$ cat config.mk
export PLATFORM = sky130hd
export DESIGN_NAME = sacc_ram
export DESIGN_NICKNAME = d
export VERILOG_FILES = /design/src/sacc_ram.sv
export SDC_FILE = /design/constraint.sdc
export NUM_CORES = 1
export LEC_CHECK = 0
export ABC_AREA = 1
export BUFFER_PORTS_ARGS = -buffer_cell sky130_fd_sc_hd__buf_2
export CORE_MARGIN = 3
export CORE_UTILIZATION = 63
export CTS_BUF_LIST = sky130_fd_sc_hd__clkbuf_8
export DETAILED_ROUTE_END_ITERATION = 7
export PLACE_DENSITY = 0.8
export SLEW_MARGIN = 20
export SYNTH_ARGS = -nofsm -noshare
export SYNTH_HDL_FRONTEND = slang
export SYNTH_SLANG_ARGS = --single-unit
$ cat constraint.sdc
create_clock -name clk -period 1.88 [get_ports clk]
set_clock_uncertainty 0.15 [all_clocks]
set_input_delay 0.564 -clock clk [delete_from_list [all_inputs] [get_ports clk]]
set_output_delay 0.564 -clock clk [all_outputs]
set_load 0.1 [all_outputs]
$ cat src/sacc_ram.sv
// generic single-write, single-read ram with registered read data
module sacc_ram #(
    parameter int WIDTH = 8,
    parameter int DEPTH = 16
) (
    input  logic                      clk,
    input  logic                      wr_en,
    input  logic [$clog2(DEPTH)-1:0]  wr_addr,
    input  logic [WIDTH-1:0]          wr_data,
    input  logic                      rd_en,
    input  logic [$clog2(DEPTH)-1:0]  rd_addr,
    output logic [WIDTH-1:0]          rd_data
);

    logic [WIDTH-1:0] mem [DEPTH];

    always_ff @(posedge clk)
    begin
        if (wr_en)
        begin
            mem[wr_addr] <= wr_data;
        end
        if (rd_en)
        begin
            rd_data <= mem[rd_addr];
        end
    end

endmodule

==> results.md <==
* Pwr/cell area at 959 nW/um^2
* Initial Utilization at 66.1%
* CP max stage delay at 0.35 ns
* Reg area at 4080 um^2
* Worst-Margin Slew at 0.644 ns
* Top Ports at 27
* Net count after synthesis at between 500 and 600
* Die area at between 10000 and 15000 um^2
* Pins Over Slew Limit at 0
* Post-route DRC at 0
* Status: finished, final reports clean
* PortBufs at 26
* Final setup TNS at 0 ns
* Cell variety after synth at 11
* Largest net degree at the start of global routing at 33
* Total routed wirelength at around 13000 um
* Die X at 102 um
* Bufs on Longest Clock Path at 2
* RSZ-0062 raised after global routing: no
* Slowest stage cell, crit path: edfxtp_1
* Worst path bufs/invs at 1
* Iteration-0 DRC Markers at 407
* Final Cycle Share at 95.0%
* Worst reg2reg startpoint: mem[12][3]
* Vias at 4046
* Placed Cells at 688
* Fill count at 595
* GR Util All Layers at 27.5%
* Critical path class: reg2out
* Synth Register Bits at about 140
* Pre-Repair DR Iteration Count at 5
* Endpoints failing setup at 0
* VDD IR max at 587 uV
* Grt ovf at 0
* Synthesized instance count at 551
* Root Buffer: clkbuf_8
* Die Ht at 102 um
* Worst Setup SP: rd_data[1]
* Clk sink count at between 100 and 150
* Hold EP: rd_data[2]
* HPWL Detailed at 7990 um
* N_diodes at 0
* R2R depth at 6
* Initial antenna violation count at 0
* Reg clk slew, reported paths at 0.08 ns
* Clock buffer count from CTS at 17
* R2R setup slack at 0.53 ns
* Core ar. at 8850 um^2
* M1 wire length at between 5000 and 6000 um
* Overall Power at 6330 uW
* Clk_lat worst skew at 0.42 ns
* Critical-path cell list: buf_4
* # nets final at around 620
* H-tree Lvls at 4
* Area of the multi-input gates at 1210 um^2
* RePlAce Congestion at ~0.89
* Fin. Hold Viols at 0
* Mapped Avg Cell Area at 10.6 um^2
* Vias in the first global route at 3863
* Drt via density at 5.62
* Crit start category: register
* Max-Cap Viols at 0
* Min Clock Period, post-route at 1.79 ns
* Max Fclk at 0.560 GHz
* Min-Delay Path Class: in2reg
* Critical Path End Type: output port
* Cell Area, Synth at 5850 um^2
* CP delay by family, top: flip-flops
* WL/cell at 18.2 um
* Post-synthesis sequential area ratio at between 60 and 70%
* Most frequent cells in the layout: 173 x nand2_1, 136 x edfxtp_1, 103 x inv_1, 97 x nand3_1, 32 x buf_4
* Remaining antenna violation count at 0
* Most common cell after layout, fill and taps aside: nand2_1
* Highest metal used: met4
* Met2 wire length at 6370 um
* FF-to-FF End: rd_data[3]
* Critical-path maximum fanout at 1
* TritonCTS clock tree: done
* First-pass GRT wire length at 20700 um
* Arrival time worst endpoint at between 1 and 1.5 ns
* Yosys warns at 0
* Final Instance Count excl. Fillers at 720
* Setup bufs post-CTS at 0
* Synth-to-Final Area Change at 12.9%
* Req. time, crit path at 1.17 ns
* Share of layout cells above drive strength 1 at 13.6%
* Cell leakage power at 0.00288 uW
* Met3 wire length at 1260 um
* Hold path cells at 1
* Relative slew slack at about 57%
* Hold Path Origin: rd_en
* Num rows at 34
state kept, by name (all words and copies together), names as in the netlist:
name / cells
rd_data: 8
mem: 128
through the flow:
step	instance area [um^2]	util, %	setup WS (ns)	hold WS, ns
2_1_floorplan	5850	-	0.215	0.513
3_3_place_gp	6190	69.9	-0.0725	0.584
3_5_place_dp	6190	69.9	-0.0743	0.614
4_1_cts	6600	74.6	0.0618	0.321
5_1_grt	6600	74.6	0.0449	0.319
6_report	6600	74.6	0.0942	0.343
logic make-up (layout without fill, tap and decap cells):
logic type | count (synthesis) | after routing | share of synthesized area (%)
buffers and inverters | 126 | 187 | 9.39
DFF | 136 | 136 | 69.8
and+or+nand+nor | 289 | 289 | 20.8
synthesized netlist by cell type:
master | count | area share [%]
edfxtp_1 | 136 | 70
nand3b_1 | 2 | 0.26
buf_1 | 1 | 0.064
nand3_1 | 97 | 8.3
buf_4 | 4 | 0.51
nor2_1 | 17 | 1.1
buf_6 | 6 | 1.2
inv_1 | 100 | 6.4
buf_2 | 13 | 1.1
inv_2 | 2 | 0.13
nand2_1 | 173 | 11
per-layer routing:
metal | up-vias | GRT usage [%]
li1 | 1872 | -
met1 | 1895 | 39.0
met2 | 255 | 42.9
met3 | 24 | 6.62
met4 | 0 | 8.27
met5 | - | 0
area by class of cell:
cell class,count,share of cell area [%]
Tap cell,108,2.05
Clock inverter,15,2.48
Timing Repair Buffer,53,5.91
Multi-Input combinational cell,289,18.4
Inverter,102,5.80
Sequential cell,136,61.8
Clock buffer,17,3.54
repair_timing:
item	CTS	global route
hold buffers	0	0
gates resized for setup	8	0
setup endpoints to repair	8	0
power by group:
part	switching (uW)	internal [uW]	total, uW
combinational	400	140	540
sequential	19.5	3410	3430
clock	1070	1290	2360
total	1490	4840	6330
worst max path at each step:
stage                       endpoint  depth (start not counted)  slack [ns]
after floorplan           mem[10][0]                          2        0.22
after global placement    rd_data[2]                          6       -0.07
after detailed placement  rd_data[2]                          6       -0.07
after CTS                 rd_data[1]                          1        0.06
after global routing      rd_data[4]                          1        0.04
final                     rd_data[1]                          1        0.09
(Power assumes the default switching activity.)
