## src/sacc_pkg.sv

```systemverilog
// shared types and constants of the set-associative cache controller
package sacc_pkg;

    localparam int SETS        = 64;
    localparam int WAYS        = 4;
    localparam int BLOCK_BYTES = 64;
    localparam int ADDR_BITS   = 32;

    localparam int OFF_BITS  = $clog2(BLOCK_BYTES);
    localparam int SET_BITS  = $clog2(SETS);
    localparam int BLK_BITS  = ADDR_BITS - OFF_BITS;
    localparam int TAG_BITS  = BLK_BITS - SET_BITS;
    localparam int WAY_BITS  = $clog2(WAYS);
    localparam int RANK_BITS = $clog2(WAYS + 1);
    localparam int OUT_BITS  = 2 * ADDR_BITS + WAY_BITS + 6;

    typedef enum logic [1:0] {
        REQ_READ      = 2'd0,
        REQ_WRITE     = 2'd1,
        REQ_CHILD_MOD = 2'd2,
        REQ_BACK_INV  = 2'd3
    } req_t;

    typedef enum logic [1:0] {
        ST_INV = 2'd0,
        ST_SHR = 2'd1,
        ST_MOD = 2'd2,
        ST_MAB = 2'd3
    } line_state_t;

    // configuration register index, byte address is four times this
    typedef enum logic [1:0] {
        REG_WB_MODE = 2'd0,
        REG_UPPER   = 2'd1,
        REG_LOWER   = 2'd2
    } reg_idx_t;

    typedef struct packed {
        logic write_back_mode;
        logic has_upper_caches;
        logic has_lower_cache;
    } cfg_t;

    // one set: tags, line states and recency ranks of all ways
    typedef struct packed {
        logic [WAYS-1:0][TAG_BITS-1:0]  tag;
        logic [WAYS-1:0][1:0]           st;
        logic [WAYS-1:0][RANK_BITS-1:0] rank;
    } set_row_t;

    typedef struct packed {
        logic [ADDR_BITS-1:0] line_addr;
        logic                 invalidate_upper;
        logic                 notify_lower_modified;
        logic [ADDR_BITS-1:0] victim_addr;
        logic                 writeback_victim;
        logic                 write_through;
        logic                 fetch_block;
        logic [WAY_BITS-1:0]  way;
        logic                 hit;
    } resp_t;

endpackage

```

## src/sacc_update.sv

```systemverilog
// lookup, victim choice and next state of one set for one request
module sacc_update import sacc_pkg::*; (
    input  req_t                 req,
    input  logic [BLK_BITS-1:0]  blk,
    input  set_row_t             row_in,
    input  cfg_t                 cfg,
    output set_row_t             row_out,
    output resp_t                resp
);

    // touched way newest; newer valid ways age (all on a miss), saturating
    function automatic logic [WAYS-1:0][RANK_BITS-1:0] touch(
        input logic [WAYS-1:0][RANK_BITS-1:0] rk,
        input logic [WAYS-1:0][1:0]           st,
        input logic [WAY_BITS-1:0]            w,
        input logic                           on_hit
    );
        logic [WAYS-1:0][RANK_BITS-1:0] res;
        res = rk;
        for (int j = 0; j < WAYS; j++)
        begin
            if (WAY_BITS'(j) != w && st[j] != ST_INV && (!on_hit || rk[j] < rk[w])
                && rk[j] < RANK_BITS'(WAYS))
            begin
                res[j] = rk[j] + RANK_BITS'(1);
            end
        end
        res[w] = RANK_BITS'(1);
        return res;
    endfunction

    logic [SET_BITS-1:0]  set_idx;
    logic [TAG_BITS-1:0]  tag;
    logic                 found;
    logic                 has_free;
    logic [WAY_BITS-1:0]  hw;
    logic [WAY_BITS-1:0]  fw;
    logic [WAY_BITS-1:0]  vw;
    logic [WAY_BITS-1:0]  tw;
    logic [RANK_BITS-1:0] best;

    assign set_idx = blk[SET_BITS-1:0];
    assign tag     = blk[BLK_BITS-1:SET_BITS];

    always_comb
    begin
        found    = 1'b0;
        has_free = 1'b0;
        hw       = '0;
        fw       = '0;
        vw       = '0;
        best     = '0;
        for (int w = 0; w < WAYS; w++)
        begin
            // first matching valid way wins
            if (!found && row_in.st[w] != ST_INV && row_in.tag[w] == tag)
            begin
                found = 1'b1;
                hw    = WAY_BITS'(w);
            end
            if (row_in.st[w] == ST_INV)
            begin
                has_free = 1'b1;
                fw       = WAY_BITS'(w);
            end
            // oldest rank, ties to the higher way
            if (row_in.rank[w] >= best)
            begin
                best = row_in.rank[w];
                vw   = WAY_BITS'(w);
            end
        end
    end

    assign tw = has_free ? fw : vw;

    always_comb
    begin
        row_out        = row_in;
        resp           = '0;
        resp.line_addr = {blk, {OFF_BITS{1'b0}}};
        if (found)
        begin
            resp.hit = 1'b1;
            resp.way = hw;
            case (req)
                REQ_READ:
                begin
                    row_out.rank = touch(row_in.rank, row_in.st, hw, 1'b1);
                end
                REQ_WRITE:
                begin
                    row_out.rank = touch(row_in.rank, row_in.st, hw, 1'b1);
                    if (cfg.write_back_mode)
                    begin
                        if (row_in.st[hw] == ST_SHR)
                        begin
                            row_out.st[hw]             = ST_MOD;
                            resp.notify_lower_modified = cfg.has_lower_cache;
                        end
                    end
                    else
                    begin
                        resp.write_through = 1'b1;
                    end
                end
                REQ_CHILD_MOD:
                begin
                    if (row_in.st[hw] == ST_MOD || row_in.st[hw] == ST_SHR)
                    begin
                        row_out.st[hw]             = ST_MAB;
                        resp.notify_lower_modified = cfg.has_lower_cache;
                    end
                end
                REQ_BACK_INV:
                begin
                    if (row_in.st[hw] == ST_SHR || row_in.st[hw] == ST_MAB)
                    begin
                        row_out.st[hw]   = ST_INV;
                        row_out.rank[hw] = '0;
                    end
                end
                default: ;
            endcase
        end
        else if (req == REQ_READ || req == REQ_WRITE)
        begin
            if (!has_free)
            begin
                resp.invalidate_upper = cfg.has_upper_caches;
                resp.writeback_victim = (row_in.st[vw] == ST_MOD);
                resp.victim_addr      = {row_in.tag[vw], set_idx, {OFF_BITS{1'b0}}};
            end
            resp.way         = tw;
            resp.fetch_block = 1'b1;
            row_out.tag[tw]  = tag;
            if (req == REQ_WRITE && cfg.write_back_mode)
            begin
                row_out.st[tw]             = ST_MOD;
                resp.notify_lower_modified = cfg.has_lower_cache;
            end
            else
            begin
                row_out.st[tw]     = ST_SHR;
                resp.write_through = (req == REQ_WRITE);
            end
            row_out.rank = touch(row_in.rank, row_in.st, tw, 1'b0);
        end
    end

endmodule
```

## config.mk

```make
export PLATFORM = sky130hd
export DESIGN_NAME = sacc_update
export DESIGN_NICKNAME = d
export VERILOG_FILES = /design/src/sacc_pkg.sv /design/src/sacc_update.sv
export SDC_FILE = /design/constraint.sdc
export NUM_CORES = 1
export LEC_CHECK = 0
export BUFFER_PORTS_ARGS = -buffer_cell sky130_fd_sc_hd__buf_2
export CAP_MARGIN = 25
export CORE_ASPECT_RATIO = 0.6
export CORE_MARGIN = 3
export CORE_UTILIZATION = 51
export DETAILED_ROUTE_END_ITERATION = 16
export GPL_ROUTABILITY_DRIVEN = 0
export GPL_TIMING_DRIVEN = 0
export PLACE_DENSITY = 0.9
export SYNTH_ARGS = -nofsm -noshare
export SYNTH_HDL_FRONTEND = slang
export SYNTH_SLANG_ARGS = --single-unit
```

## constraint.sdc

```tcl
create_clock -name vclk -period 20.4
set_input_delay 4.08 -clock vclk [all_inputs]
set_output_delay 4.08 -clock vclk [all_outputs]
set_load 0.02 [all_outputs]
```

==> run_results.csv <==
group,metric,value,unit
yosys,muxShareOfSynthArea,20.80,%
die,chipWidth,138.8,microns
worst_setup_path,cp.arrival,11670,ps
route,ant_nets,0,
yosys,syn_area,0.005396,sq mm
power_and_ir_drop,vdd_drop_max,0.02659,mV
placed_design,place_hpwl,21680,microns
route,vias_per_cell,6.588,
yosys,synth_xor_area_share,12.98,%
power_and_ir_drop,p_leak,3.334,nW
power_and_ir_drop,powerDensity,39.27,mW/mm^2
timing,fmax,0.06348,GHz
die,die_h,85.68,microns
worst_setup_path,startpoint_type,"primary input",
cells_and_area,fin_cells,1213,
die,core,0.01009,sq mm
cells_and_area,ff_latch_area,0,sq um
timing,final.period_utilization,77.22,%
timing,worstMarginPinSlew,1108,ps
cells_and_area,design.seq.count,0,
worst_setup_path,crit_fanout,10,
die,die-area,0.01189,sq mm
timing,maxSlewViolCount,0,
route,first_iter_violations,1613,
timing,finalWorstSetupSlack,4646,ps
worst_setup_path,end_kind,"primary output",
die,num_rows,28,
grt,antenna_found_initial,1,
cells_and_area,fin_area,0.006968,sq mm
min_path,hold-path-endpoint,"resp[52]",
die,io-pin-count,303,
route,drt-total-wl,26320,microns
placed_design,place_ws,5089,ps
placed_design,port_buffers,271,
timing,timing.final.hold_violations,0,
yosys,postSynthCellCount,795,
cells_and_area,fin_util,69.06,%
route,wire_per_inst,21.70,microns
clock_network,postCtsResizedCells,0,
grt,grt_max_degree,11,
yosys,netlist_top_cells_count,"nor2_1, mux2_2, a21oi_1",
flow_run,drv_cap,0,
yosys,synthSimpleGateAreaFrac,25.83,%
clock_network,cts_setup_buffers,0,
yosys,synth-compound-area-share,24.09,%
yosys,yosysUniqueCellTypes,71,
min_path,hold_start,"blk[6]",
grt,grt_util_all_layers,40.31,%
die,start_util,53.48,%
route,vias,7991,
placed_design,dpl_cell_area,0.006963,sq mm
timing,rsz0062_at_grt,"false",
yosys,synth_top_family_by_area,"simple AND/OR/NAND/NOR gates",
yosys,synth_top_area_share,16.90,%
timing,relSlewSlack,25.53,%
timing,setup_viol,0,
run_status,status,"complete, no violations",
min_path,whs_path_depth,2,
worst_setup_path,path_class,"primary input to primary output",
yosys,synth_most_common_cell,"nor2_1",
clock_network,post_cts_hold_buffer_count,0,
placed_design,placed_cells,1212,
yosys,yosys.area_share.adder,4.568,%
timing,setup_tns,0,ps
yosys,synth_largest_area_cell,"mux2_2",
route,remaining_drc_errors,0,
cells_and_area,area_growth,29.12,%
cells_and_area,clkbuf_count,0,
cells_and_area,antenna_cells,0,
yosys,avgSynthCellArea,6.788,sq um
cells_and_area,layout-drive-gt1-share,39.89,%
timing,finalCriticalPeriod,15750,ps
grt,gr-total-overflow,0,
min_path,hold_class,"primary input to primary output",
yosys,ys_warn_count,0,
yosys,synth_top_cells_by_area,"mux2_2, xor2_1, nor2_1, a21oi_1, buf_4",
route,first_pass_iters,7,
cells_and_area,fin_nets,1229,
grt,grt_pass1_wl,38960,microns
worst_setup_path,worstPathRequired,16320,ps
yosys,ys_seq_area_share,0,%
grt,grt_pass1_vias,7024,
cells_and_area,num-fill-cells,889,
cell usage in the layout (no fill, tap or decap), types with 3 or more instances in the layout:
master     instances
o22ai_1           10
and4_1             5
o21a_1             3
nand4_1           15
a31oi_1           13
nand2b_1           8
inv_1             19
and3_1             5
nand2_1           53
mux2_2            81
or3_1             10
nor4_1            18
a31o_2             4
ha_1              18
a211oi_1          20
mux2i_1           21
o21ai_0           35
and2_1            18
xnor2_1           27
nor2_1            92
clkbuf_1          29
a21o_1            11
xor2_1            53
nand3_1           20
a21oi_1           60
a22oi_1            3
o2111ai_1          3
conb_1            12
buf_2            295
o211ai_1           4
buf_6              3
or4_1              8
buf_4             39
nor3_1            15
worst max-delay path: stages:
cell      delay [ps]
buf_2            190
inv_1            120
ha_1             280
nand2b_1          90
a21o_1           110
a21o_1           100
clkbuf_1         450
clkbuf_1         670
nor2_1            90
a21oi_1          380
ha_1             320
a21o_1           170
a21oi_1          520
clkbuf_1         550
clkbuf_1         420
nand2_1           90
o21ai_0           90
ha_1             250
nand2b_1         140
a21o_1           190
a21o_1           180
buf_1            230
a211o_1          410
a41oi_1          630
nor2_1           170
buf_2            260
mux2_2           310
buf_2            180
layout make-up:
cell class / count / area (sq um) / share of cell area [%]
Tap cell: 135 / 168.9 / 2.424
Timing Repair Buffer: 272 / 1361 / 19.54
Multi-Input combinational cell: 691 / 4808 / 69.01
Buffer: 96 / 558.0 / 8.009
Inverter: 19 / 71.32 / 1.024
power by group:
group / internal, mW / leakage [nW] / switching, mW / total, mW
Sequential: 0 / 0 / 0 / 0
Combinational: 0.0959 / 3.33 / 0.178 / 0.274
Clock: 0 / 0 / 0 / 0
Total: 0.0959 / 3.33 / 0.178 / 0.274
metrics by stage:
step | hold slack (ps) | power (mW)
after floorplan | 8235 | 0.1711
after global placement | 8379 | 0.2545
after detailed placement | 8378 | 0.2591
after CTS | 8379 | 0.2604
after global routing | 8382 | 0.2847
final | 8378 | 0.2736
metal layers:
layer / global-route usage, % / wire length [microns] / vias to the layer above
li1: - / - / 3434
met5: 0 / 13 / -
met2: 59.97 / 10440 / 810
met1: 54.82 / 9844 / 3599
met4: 5.151 / 846 / 2
met3: 18.61 / 5177 / 146
cells by family (layout without fill, tap and decap cells):
group,after synthesis,count (layout)
other cells,1,12
fa+ha+maj,20,20
buf+inv,115,387
xor+xnor,80,80
simple gates,279,279
mux,102,102
compound gates,198,198
worst max path at each step:
stage | startpoint | endpoint | depth (start not counted)
after floorplan | row_in[3] | row_out[18] | 26
after global placement | row_in[3] | row_out[89] | 28
after detailed placement | row_in[3] | row_out[89] | 27
after CTS | row_in[3] | row_out[89] | 27
after global routing | row_in[3] | row_out[89] | 27
final | row_in[3] | row_out[89] | 28
No activity file was read; power rests on OpenSTA's default activity.
