==> src/sacc_pkg.sv <==
// shared types and constants of the set-associative cache controller
package sacc_pkg;

    localparam int SETS        = 64;
    localparam int WAYS        = 4;
    localparam int BLOCK_BYTES = 64;
    localparam int ADDR_BITS   = 32;

    localparam int OFF_BITS  = $clog2(BLOCK_BYTES);
    localparam int SET_BITS  = $clog2(SETS);
    localparam int BLK_BITS  = ADDR_BITS - OFF_BITS;
    localparam int TAG_BITS  = BLK_BITS - SET_BITS;
    localparam int WAY_BITS  = $clog2(WAYS);
    localparam int RANK_BITS = $clog2(WAYS + 1);
    localparam int OUT_BITS  = 2 * ADDR_BITS + WAY_BITS + 6;

    typedef enum logic [1:0] {
        REQ_READ      = 2'd0,
        REQ_WRITE     = 2'd1,
        REQ_CHILD_MOD = 2'd2,
        REQ_BACK_INV  = 2'd3
    } req_t;

    typedef enum logic [1:0] {
        ST_INV = 2'd0,
        ST_SHR = 2'd1,
        ST_MOD = 2'd2,
        ST_MAB = 2'd3
    } line_state_t;

    // configuration register index, byte address is four times this
    typedef enum logic [1:0] {
        REG_WB_MODE = 2'd0,
        REG_UPPER   = 2'd1,
        REG_LOWER   = 2'd2
    } reg_idx_t;

    typedef struct packed {
        logic write_back_mode;
        logic has_upper_caches;
        logic has_lower_cache;
    } cfg_t;

    // one set: tags, line states and recency ranks of all ways
    typedef struct packed {
        logic [WAYS-1:0][TAG_BITS-1:0]  tag;
        logic [WAYS-1:0][1:0]           st;
        logic [WAYS-1:0][RANK_BITS-1:0] rank;
    } set_row_t;

    typedef struct packed {
        logic [ADDR_BITS-1:0] line_addr;
        logic                 invalidate_upper;
        logic                 notify_lower_modified;
        logic [ADDR_BITS-1:0] victim_addr;
        logic                 writeback_victim;
        logic                 write_through;
        logic                 fetch_block;
        logic [WAY_BITS-1:0]  way;
        logic                 hit;
    } resp_t;

endpackage

==> src/sacc_cfg.sv <==
// configuration registers behind the apb port
module sacc_cfg import sacc_pkg::*; (
    input  logic        clk,
    input  logic        rst_n,
    input  logic        psel,
    input  logic        penable,
    input  logic        pwrite,
    input  logic [3:0]  paddr,
    input  logic [31:0] pwdata,
    output logic [31:0] prdata,
    output logic        pready,
    output cfg_t        cfg
);

    cfg_t     cfg_reg;
    reg_idx_t idx;
    logic     wr_fire;

    assign pready  = 1'b1;
    assign idx     = reg_idx_t'(paddr[3:2]);
    assign wr_fire = psel && penable && pwrite && pready;
    assign cfg     = cfg_reg;

    always_ff @(posedge clk or negedge rst_n)
    begin
        if (!rst_n)
        begin
            cfg_reg.write_back_mode  <= 1'b1;
            cfg_reg.has_upper_caches <= 1'b0;
            cfg_reg.has_lower_cache  <= 1'b1;
        end
        else if (wr_fire)
        begin
            case (idx)
                REG_WB_MODE: cfg_reg.write_back_mode  <= pwdata[0];
                REG_UPPER:   cfg_reg.has_upper_caches <= pwdata[0];
                REG_LOWER:   cfg_reg.has_lower_cache  <= pwdata[0];
                default:     ;
            endcase
        end
    end

    always_comb
    begin
        case (idx)
            REG_WB_MODE: prdata = {31'd0, cfg_reg.write_back_mode};
            REG_UPPER:   prdata = {31'd0, cfg_reg.has_upper_caches};
            REG_LOWER:   prdata = {31'd0, cfg_reg.has_lower_cache};
            default:     prdata = 32'd0;
        endcase
    end

endmodule

==> config.mk <==
export PLATFORM = sky130hd
export DESIGN_NAME = sacc_cfg
export DESIGN_NICKNAME = d
export VERILOG_FILES = /design/src/sacc_pkg.sv /design/src/sacc_cfg.sv
export SDC_FILE = /design/constraint.sdc
export NUM_CORES = 1
export LEC_CHECK = 0
export BUFFER_PORTS_ARGS = -buffer_cell sky130_fd_sc_hd__buf_2
export CORE_MARGIN = 2
export CORE_UTILIZATION = 28
export CTS_BUF_LIST = sky130_fd_sc_hd__clkbuf_2 sky130_fd_sc_hd__clkbuf_4 sky130_fd_sc_hd__clkbuf_8
export DETAILED_ROUTE_END_ITERATION = 12
export GPL_TIMING_DRIVEN = 0
export PLACE_DENSITY = 0.85
export SKIP_LAST_GASP = 1
export SYNTH_ARGS = -nofsm -noshare
export SYNTH_HDL_FRONTEND = slang
export SYNTH_SLANG_ARGS = --single-unit
==> constraint.sdc <==
create_clock -name clk -period 1.7 [get_ports clk]
set_input_delay 0.085 -clock clk [delete_from_list [all_inputs] [get_ports clk]]
set_output_delay 0.085 -clock clk [all_outputs]
set_load 0.005 [all_outputs]
==> results of run 1 <==
[final timing paths]
check                                      to               start  slack, ns  cells past startpoint
max in group asynchronous  cfg[2]$_DFFE_PN1P_               rst_n       1.31                      2
setup / recovery                    prdata[0]  cfg[2]$_DFFE_PN1P_       0.51                      3
hold / removal             cfg[1]$_DFFE_PN0P_           pwdata[0]       0.10                      2
setup reg to reg           cfg[1]$_DFFE_PN0P_  cfg[1]$_DFFE_PN0P_       0.93                      1
min in group asynchronous  cfg[1]$_DFFE_PN0P_               rst_n       0.20                      2
hold reg to reg            cfg[1]$_DFFE_PN0P_  cfg[1]$_DFFE_PN0P_       0.51                      1
[layout make-up]
cell class / instances / area (um^2) / share of cell area, %
Timing Repair Buffer: 12 / 65.1 / 10.0
Clock buffer: 4 / 30.0 / 4.62
Tap cell: 16 / 20.0 / 3.08
Multi-Input combinational cell: 42 / 216 / 33.3
Sequential cell: 3 / 77.6 / 11.9
Buffer: 32 / 240 / 37.0
[power groups by stage]
stage | Clock, uW | Sequential, uW | Combinational [uW]
after global placement | 0 | 109 | 128
after CTS | 151 | 109 | 133
after detailed placement | 0 | 110 | 130
after global routing | 160 | 111 | 149
final | 143 | 109 | 135
after floorplan | 0 | 109 | 91.7
[through the flow]
| stage | setup slack (ns) | instance area (um^2) | power (uW) | cells | utilization, % |
|---|---|---|---|---|---|
| final | 0.514 | 649 | 387 | 109 | 44.7 |
| after global routing | 0.452 | 649 | 421 | 109 | 44.7 |
| after CTS | 0.496 | 649 | 393 | 109 | 44.7 |
| after detailed placement | 0.761 | 609 | 240 | 104 | 41.9 |
| after global placement | 0.771 | 609 | 237 | 104 | 41.9 |
| after floorplan | 0.898 | 534 | 201 | 77 | - |
[metal layers]
metal / share of wire, % / GRT usage, %
met1: 29 / 5.64
met2: 59 / 13.6
met3: 12 / 4.68
met4: 0 / 11.3
met5: 0 / 0
[cells in the mapped netlist]
| master | count |
|---|---|
| mux2_1 | 3 |
| buf_4 | 32 |
| nor3_1 | 1 |
| dfstp_2 | 2 |
| conb_1 | 2 |
| dfrtp_1 | 1 |
| nand3_2 | 1 |
| nor3b_2 | 2 |
| nand3b_1 | 1 |
| o21ai_1 | 1 |
| mux2i_1 | 1 |
[worst max-delay path, stage by stage (launching register included)]
cell     delay [ns]
dfstp_2        0.54
mux2i_1        0.07
o21ai_1        0.13
buf_2          0.13
[cell families (layout without fill, tap and decap cells)]
kind of cell	Yosys count	after routing
other	2	32
AND/OR/NAND/NOR	5	5
buffers and inverters	32	48
multiplexers	4	4
flip-flops	3	3
AO/OA/AOI/OAI	1	1
==> metrics.csv, run 1 <==
metric;value;unit
status;finished clean;
Root Driver;clkbuf_4;
pin count of the biggest net entering global routing;6;
Tmin final;1.19;ns
synth-to-layout area growth;54.0;%
RePlAce Congestion;0.668;
Synth area leader;buf_4;
# resized after CTS;0;
htree depth;1;
remaining antenna violation count;0;
Hold Buf Count CTS;1;
global-route wire length before repair;1.01;mm
PD cells;596;nW/um^2
# fillers;148;
Clock Path Buffers;2;
clock-pin slew on the worst setup and hold paths;0.04;ns
sequential share of power;28.2;%
# setup viols final;0;
commonest non-fill, non-tap cells in the layout;buf_4, conb_1, buf_2, clkbuf_4, mux2_1;
CP max FO;3;
final wirelength;674;um
Logic pwr share;34.9;%
Core Region;1450;um^2
setup_tns;0;ns
largest cells by area after synthesis;buf_4, dfstp_2, mux2_1, dfrtp_1, nor3b_2;
Worst-Skew Late Latency;0.23;ns
mean post-synth cell area;8.97;um^2
number of setup buffers added after CTS;0;
area of the die;1830;um^2
leakage;0.000408;uW
clock group share of total power;36.9;%
fmax;843;MHz
Synth Register Bits;3;
vias in the first global route;245;
Mapped Area;422;um^2
RSZ-0062 raised after global routing;false;
Port Buf Inserts;11;
Worst setup SP type;flop;
row cnt;14;
Mapped Cells;47;
max FFs per register;3;
final hold vios;0;
CTS buffer count;3;
initial antenna violation count;0;
Synth Area in Simple Gates;11.3;%
Yosys cell types;11;
routed length per placed instance;6.18;um
mux cell area share after synthesis;10.4;%
gr ovfl total;0;
clock skew;0;ns
Adder-Cell Fraction of Synth Area;0;%
Final period util;69.8;%
top cell type's share of synthesized area;57.0;%
Synthesis Warnings;0;
Compound-Gate Fraction of Synth Area;1.19;%
Initial Util;29.0;%
Iter 0 DRT Violations;3;
Initial DRT Pass Iterations;2;
antenna cells;0;
hold slack;0.102;ns
Via-to-Cell Ratio;2.97;
Die Y;42.8;um
internal power;283;uW
critical path type;flop to primary output;
max-slew violations;0;
# DRC;0;
Sink Count;3;
CTS tree;built;
main combinational cell family by area after synthesis;buffers and inverters;
Vias;324;
crit end category;primary output;
net switching power;104;uW
peak supply drop;0.000432;V
Sw Ratio;26.8;%
WP data required;1.62;ns
Crit path arrival time;1.10;ns
XOR/XNOR Fraction of Synth Area;0;%
gr usage total;8.38;%
fraction of layout cells with a size suffix above 1;55.9;%
Max-Cap Viols;0;
io pins;77;
die width;42.8;um
final-stage net count;135;
Hold Path Class;input pin to flop;
register area share after synthesis;18.4;%
No activity file was read; power rests on OpenSTA's default activity.
==> run 2: changes to the inputs <==
--- a/config.mk
+++ b/config.mk
@@ -6,12 +6,13 @@
 export NUM_CORES = 1
 export LEC_CHECK = 0
 export BUFFER_PORTS_ARGS = -buffer_cell sky130_fd_sc_hd__buf_2
+export CORE_ASPECT_RATIO = 1.25
 export CORE_MARGIN = 2
-export CORE_UTILIZATION = 28
+export CORE_UTILIZATION = 26
 export CTS_BUF_LIST = sky130_fd_sc_hd__clkbuf_2 sky130_fd_sc_hd__clkbuf_4 sky130_fd_sc_hd__clkbuf_8
 export DETAILED_ROUTE_END_ITERATION = 12
 export GPL_TIMING_DRIVEN = 0
-export PLACE_DENSITY = 0.85
+export PLACE_DENSITY = 0.8
 export SKIP_LAST_GASP = 1
 export SYNTH_ARGS = -nofsm -noshare
 export SYNTH_HDL_FRONTEND = slang
==> constraint.sdc (replaced) <==
create_clock -name clk -period 1.1 [get_ports clk]
set_input_delay 0.055 -clock clk [delete_from_list [all_inputs] [get_ports clk]]
set_output_delay 0.055 -clock clk [all_outputs]
set_load 0.005 [all_outputs]
==> run 2 against run 1 <==
  * The run now ends with setup timing left
  * Core utilization is 1.9 points lower
  * Die area is 7.1% higher
  * Critical path type unchanged
  * Flip-flop and latch count stayed put
  * Cell count is 2.8% higher
  * Sequential share of layout area is 0.18 points lower
  * Cell area is 1.5% higher
  * Clock skew stayed put
  * Clock power is 54% higher
  * Combinational power is 67% higher
  * Via count is 6.2% higher
  * Largest cell class unchanged
==> metrics.csv, run 2 (same netlist as run 1, synthesis figures left out) <==
metric;value;unit;change
status;finished with violations;;was finished clean
failing checks;setup timing;;
Tmin final;1.10;ns;
commonest non-fill, non-tap cells in the layout;buf_4, conb_1, buf_2, clkbuf_4, mux2_1;;unchanged
# resized after CTS;0;;unchanged
gr ovfl total;0;;unchanged
io pins;77;;unchanged
Hold Path Class;input pin to flop;;unchanged
Finished Layout Cells;112;;was 109
Initial DRT Pass Iterations;1;;was 2
CTS buffer count;3;;unchanged
# DRC;0;;unchanged
RSZ-0062 raised after global routing;true;;was false
critical path type;flop to primary output;;unchanged
Port Buf Inserts;11;;unchanged
min-delay src;pwdata[0];;unchanged
Final period util;100;%;
gr usage total;7.06;%;was 8.38%
# fillers;148;;unchanged
Setup WS post-layout;-0.000203;ns;was 0.514 ns
peak supply drop;0.000674;V;was 0.000432 V
initial antenna violation count;0;;unchanged
final hold vios;0;;unchanged
placed insts;106;;was 104
clock-pin slew on the worst setup and hold paths;0.04;ns;about the same
Initial Util;27.4;%;was 29.0%
Hold Crit Endpoint;cfg[1]$_DFFE_PN0P_;;unchanged
Clock Path Buffers;2;;unchanged
fraction of layout cells with a size suffix above 1;56.4;%;was 55.9%
crit end category;primary output;;unchanged
# setup viols final;1;;was 0
synth-to-layout area growth;56.4;%;was 54.0%
Via-to-Cell Ratio;3.07;;was 2.97
Die Y;49.0;um;was 42.8 um
Worst-Skew Late Latency;0.23;ns;about the same
Reg2Reg Depth;2;;was 1
Max-Cap Viols;0;;unchanged
leakage;0.000413;uW;was 0.000408 uW
clock skew;0;ns;unchanged
max-slew violations;0;;unchanged
die width;40.0;um;was 42.8 um
CP max FO;2;;was 3
fmax;909;MHz;
final-stage net count;136;;was 135
htree depth;1;;unchanged
Hold Crit Depth;2;;unchanged
Iter 0 DRT Violations;0;;was 3
vias in the first global route;249;;was 245
Core Region;1540;um^2;was 1450 um^2
WP data required;1.04;ns;was 1.62 ns
Sink Count;3;;unchanged
remaining antenna violation count;0;;unchanged
antenna cells;0;;unchanged
reg2reg setup slack;0.25;ns;was 0.93 ns
Worst setup SP type;flop;;unchanged
CTS tree;built;;unchanged
Vias;344;;was 324
reg-to-reg endpoint;cfg[2]$_DFFE_PN1P_;;was cfg[1]$_DFFE_PN0P_
global-route wire length before repair;959;um;was 1.01 mm
area of the die;1960;um^2;was 1830 um^2
routed length per placed instance;6.67;um;was 6.18 um
Root Driver;clkbuf_4;;unchanged
max FFs per register;3;;unchanged
PD cells;928;nW/um^2;was 596 nW/um^2
Crit path arrival time;1.05;ns;was 1.10 ns
leading cell type in the layout, fill and taps excluded;buf_4;;
hold slack;0.0781;ns;was 0.102 ns
FF-to-FF Start;cfg[2]$_DFFE_PN1P_;;was cfg[1]$_DFFE_PN0P_
pin count of the biggest net entering global routing;6;;unchanged
hpwl dp;685;um;
RePlAce Congestion;0.618;;was 0.668
row cnt;16;;was 14
final wirelength;747;um;was 674 um
==> run 2: cell count changes in the layout (fill, tap and decap cells not counted) <==
cell / before / now
buf_4: 32 / 33
==> run 2: cell type report <==
cell class                      instances  area, um^2  share of cell area [%]
Timing Repair Buffer                   13        72.6                    11.0
Multi-Input combinational cell         42         216                    32.8
Buffer                                 32         240                    36.4
Tap cell                               18        22.5                    3.42
Clock buffer                            4        30.0                    4.55
Sequential cell                         3        77.6                    11.8
==> run 2: how the worst max path moves through the flow <==
stage | start | end | slack, ns | cells past startpoint
after floorplan | cfg[1]$_DFFE_PN0P_ | cfg[1]$_DFFE_PN0P_ | 0.33 | 1
after global placement | pwrite | cfg[1]$_DFFE_PN0P_ | 0.20 | 4
after detailed placement | pwrite | cfg[1]$_DFFE_PN0P_ | 0.16 | 4
after CTS | cfg[2]$_DFFE_PN1P_ | prdata[0] | -0.01 | 3
after global routing | cfg[0]$_DFFE_PN1P_ | prdata[0] | -0.07 | 3
final | cfg[2]$_DFFE_PN1P_ | prdata[0] | -0.0002 | 3
==> run 2: critical path, stage by stage, from the launching register on <==
cell and delay (ns):
dfstp_2 0.52, mux2i_1 0.06, o21ai_1 0.11, buf_2 0.12
==> run 2: timing repair <==
| item | 4_1_cts | 5_1_grt |
|---|---|---|
| setup endpoints to repair | 1 | 1 |
| hold endpoints to repair | 3 | 0 |
| buffers inserted | 1 | 0 |
| hold buffers | 1 | 0 |
==> run 2: per-stage QoR <==
| stage | cell area, um^2 | utilization [%] | total power (uW) | setup WS (ns) | setup TNS [ns] |
|---|---|---|---|---|---|
| final | 659 | 42.8 | 612 | -0.000203 | -0.000203 |
| after global routing | 659 | 42.8 | 657 | -0.0740 | -0.0740 |
| after CTS | 659 | 42.8 | 620 | -0.0109 | -0.0109 |
| after detailed placement | 612 | 39.7 | 373 | 0.164 | 0 |
| after global placement | 612 | 39.7 | 366 | 0.200 | 0 |
| after floorplan | 534 | - | 311 | 0.327 | 0 |
==> run 2: report_power, final <==
| group | switching [uW] | total [uW] | internal, uW |
|---|---|---|---|
| combinational | 88.8 | 226 | 137 |
| sequential | 16.4 | 166 | 149 |
| clock | 59.3 | 220 | 161 |
==> run 2: metal layers <==
layer | share of wire, % | vias to the layer above | GRT usage [%]
met2 | 61 | 30 | 15.6
met4 | 0 | 0 | 3.45
met3 | 17 | 0 | 0.913
li1 | - | 179 | -
met1 | 22 | 135 | 4.23
met5 | 0 | - | 0
==> run 3: changes to the inputs <==
--- a/config.mk
+++ b/config.mk
@@ -13,6 +13,7 @@
 export DETAILED_ROUTE_END_ITERATION = 12
 export GPL_TIMING_DRIVEN = 0
 export PLACE_DENSITY = 0.8
+export SKIP_CTS_REPAIR_TIMING = 1
 export SKIP_LAST_GASP = 1
 export SYNTH_ARGS = -nofsm -noshare
 export SYNTH_HDL_FRONTEND = slang
==> run 3 against run 2 <==
  * The flow still finishes with violations (setup timing)
  * Sequential power barely moved
  * Critical path depth stayed put
  * First-iteration DRC count stayed put
  * Cell area is the same
  * Setup slack worse by 0.0092 ns
  * Cell count stayed put
  * Via count did not move
  * Register-to-register slack barely moved
  * Critical path type unchanged
==> metrics.csv, run 3 (same netlist as run 1, synthesis figures left out) <==
metric;value;unit;change
status;finished with violations;;unchanged
failing checks;setup timing;;unchanged
Worst-Skew Late Latency;0.23;ns;about the same
Max-Cap Viols;0;;unchanged
Clock Path Buffers;2;;unchanged
GR peak layer;met2;;unchanged
area of the die;1960;um^2;unchanged
Die Y;49.0;um;unchanged
sequential share of power;27.0;%;was 27.1%
initial antenna violation count;0;;unchanged
final hold vios;0;;unchanged
critical path's slowest cell;dfstp_2;;unchanged
Logic pwr share;37.0;%;about the same
Vias;344;;unchanged
CP max stage delay;0.52;ns;about the same
die width;40.0;um;unchanged
Crit path arrival time;1.05;ns;about the same
hpwl dp;685;um;unchanged
gr usage total;7.06;%;unchanged
delay-heaviest family, CP;flip-flops;;unchanged
fraction of layout cells with a size suffix above 1;56.4;%;unchanged
Tmin final;1.11;ns;was 1.10 ns
post-route cell area;659;um^2;unchanged
clock-pin slew on the worst setup and hold paths;0.04;ns;about the same
remaining antenna violation count;0;;unchanged
CTS tree;built;;unchanged
final-stage net count;136;;unchanged
worst path bufs/invs;1;;unchanged
Via-to-Cell Ratio;3.07;;unchanged
Initial DRT Pass Iterations;1;;unchanged
CP max FO;2;;unchanged
pin count of the biggest net entering global routing;6;;unchanged
internal power;448;uW;was 447 uW
Root Driver;clkbuf_4;;unchanged
crit end category;primary output;;unchanged
PD cells;928;nW/um^2;about the same
Setup WS post-layout;-0.00945;ns;was -0.000203 ns
Initial Util;27.4;%;unchanged
RSZ-0062 raised after global routing;true;;unchanged
htree depth;1;;unchanged
fmax;901;MHz;was 909 MHz
worst path cell trace;mux2i_1, o21ai_1, buf_2;;unchanged
WP data required;1.04;ns;about the same
leakage;0.000413;uW;about the same
# DRC;0;;unchanged
clock skew;0;ns;unchanged
Cell Area, Placed;612;um^2;unchanged
antenna cells;0;;unchanged
fin util;42.8;%;unchanged
max FFs per register;3;;unchanged
# setup viols final;1;;unchanged
vias in the first global route;247;;was 249
global-route wire length before repair;959;um;unchanged
CTS buffer count;3;;unchanged
GR Layer Usage met1;4.23;%;unchanged
Hold Path Class;input pin to flop;;unchanged
Sw Ratio;26.8;%;was 26.9%
Final period util;101;%;was 100%
clock group share of total power;36.0;%;about the same
Sink Count;3;;unchanged
Worst setup SP type;flop;;unchanged
routed length per placed instance;6.66;um;was 6.67 um
met2 Usage GRT;15.6;%;unchanged
peak supply drop;0.000673;V;was 0.000674 V
final wirelength;746;um;was 747 um
leading cell type in the layout, fill and taps excluded;buf_4;;unchanged
Port Buf Inserts;11;;unchanged
gr ovfl total;0;;unchanged
max-slew violations;0;;unchanged
io pins;77;;unchanged
row cnt;16;;unchanged
Place WS;0.164;ns;unchanged
Power Total;612;uW;about the same
met3 usage;0.913;%;unchanged
Iter 0 DRT Violations;0;;unchanged
critical path type;flop to primary output;;unchanged
commonest non-fill, non-tap cells in the layout;buf_4, conb_1, buf_2, clkbuf_4, mux2_1;;unchanged
Core Region;1540;um^2;unchanged
hold slack;0.0781;ns;unchanged
synth-to-layout area growth;56.4;%;unchanged
RePlAce Congestion;0.618;;unchanged
net switching power;164;uW;was 165 uW
==> run 3: cell counts in the layout (fill, tap and decap cells not counted) <==
Identical to the previous run, type by type.
==> run 3: power groups by stage <==
stage,Combinational (uW),Sequential [uW],Clock (uW)
floorplan,142,169,0
global placement,199,168,0
detailed placement,204,169,0
CTS,204,169,233
global route,254,168,235
finish,226,165,220
==> run 3: per-layer routing <==
metal | routed length (um) | vias up
met4 | 0 | 0
met2 | 458 | 30
met3 | 127 | 0
met1 | 161 | 135
met5 | 0 | -
li1 | - | 179
==> run 3: path summary, 6_finish.rpt <==
path | start | endpoint | slack, ns | cells after the start
hold reg to reg | cfg[1]$_DFFE_PN0P_ | cfg[1]$_DFFE_PN0P_ | 0.52 | 1
setup / recovery | cfg[2]$_DFFE_PN1P_ | prdata[0] | -0.009 | 3
min in group asynchronous | rst_n | cfg[1]$_DFFE_PN0P_ | 0.15 | 2
max in group asynchronous | rst_n | cfg[0]$_DFFE_PN1P_ | 0.76 | 2
hold / removal | pwdata[0] | cfg[1]$_DFFE_PN0P_ | 0.08 | 2
setup reg to reg | cfg[2]$_DFFE_PN1P_ | cfg[2]$_DFFE_PN1P_ | 0.25 | 2
==> run 3: cell type report <==
class | instances | area (um^2)
sequential | 3 | 77.6
fill | 148 | 882
tap | 18 | 22.5
buffer | 32 | 240
multi-input combinational | 42 | 216
clock buffer | 4 | 30.0
timing repair buffer | 13 | 72.6
==> run 3: metrics by stage <==
stage	std cells	TNS [ns]
2_1_floorplan	77	0
3_3_place_gp	106	0
3_5_place_dp	106	0
4_1_cts	110	-0.0301
5_1_grt	112	-0.0824
6_report	112	-0.00945
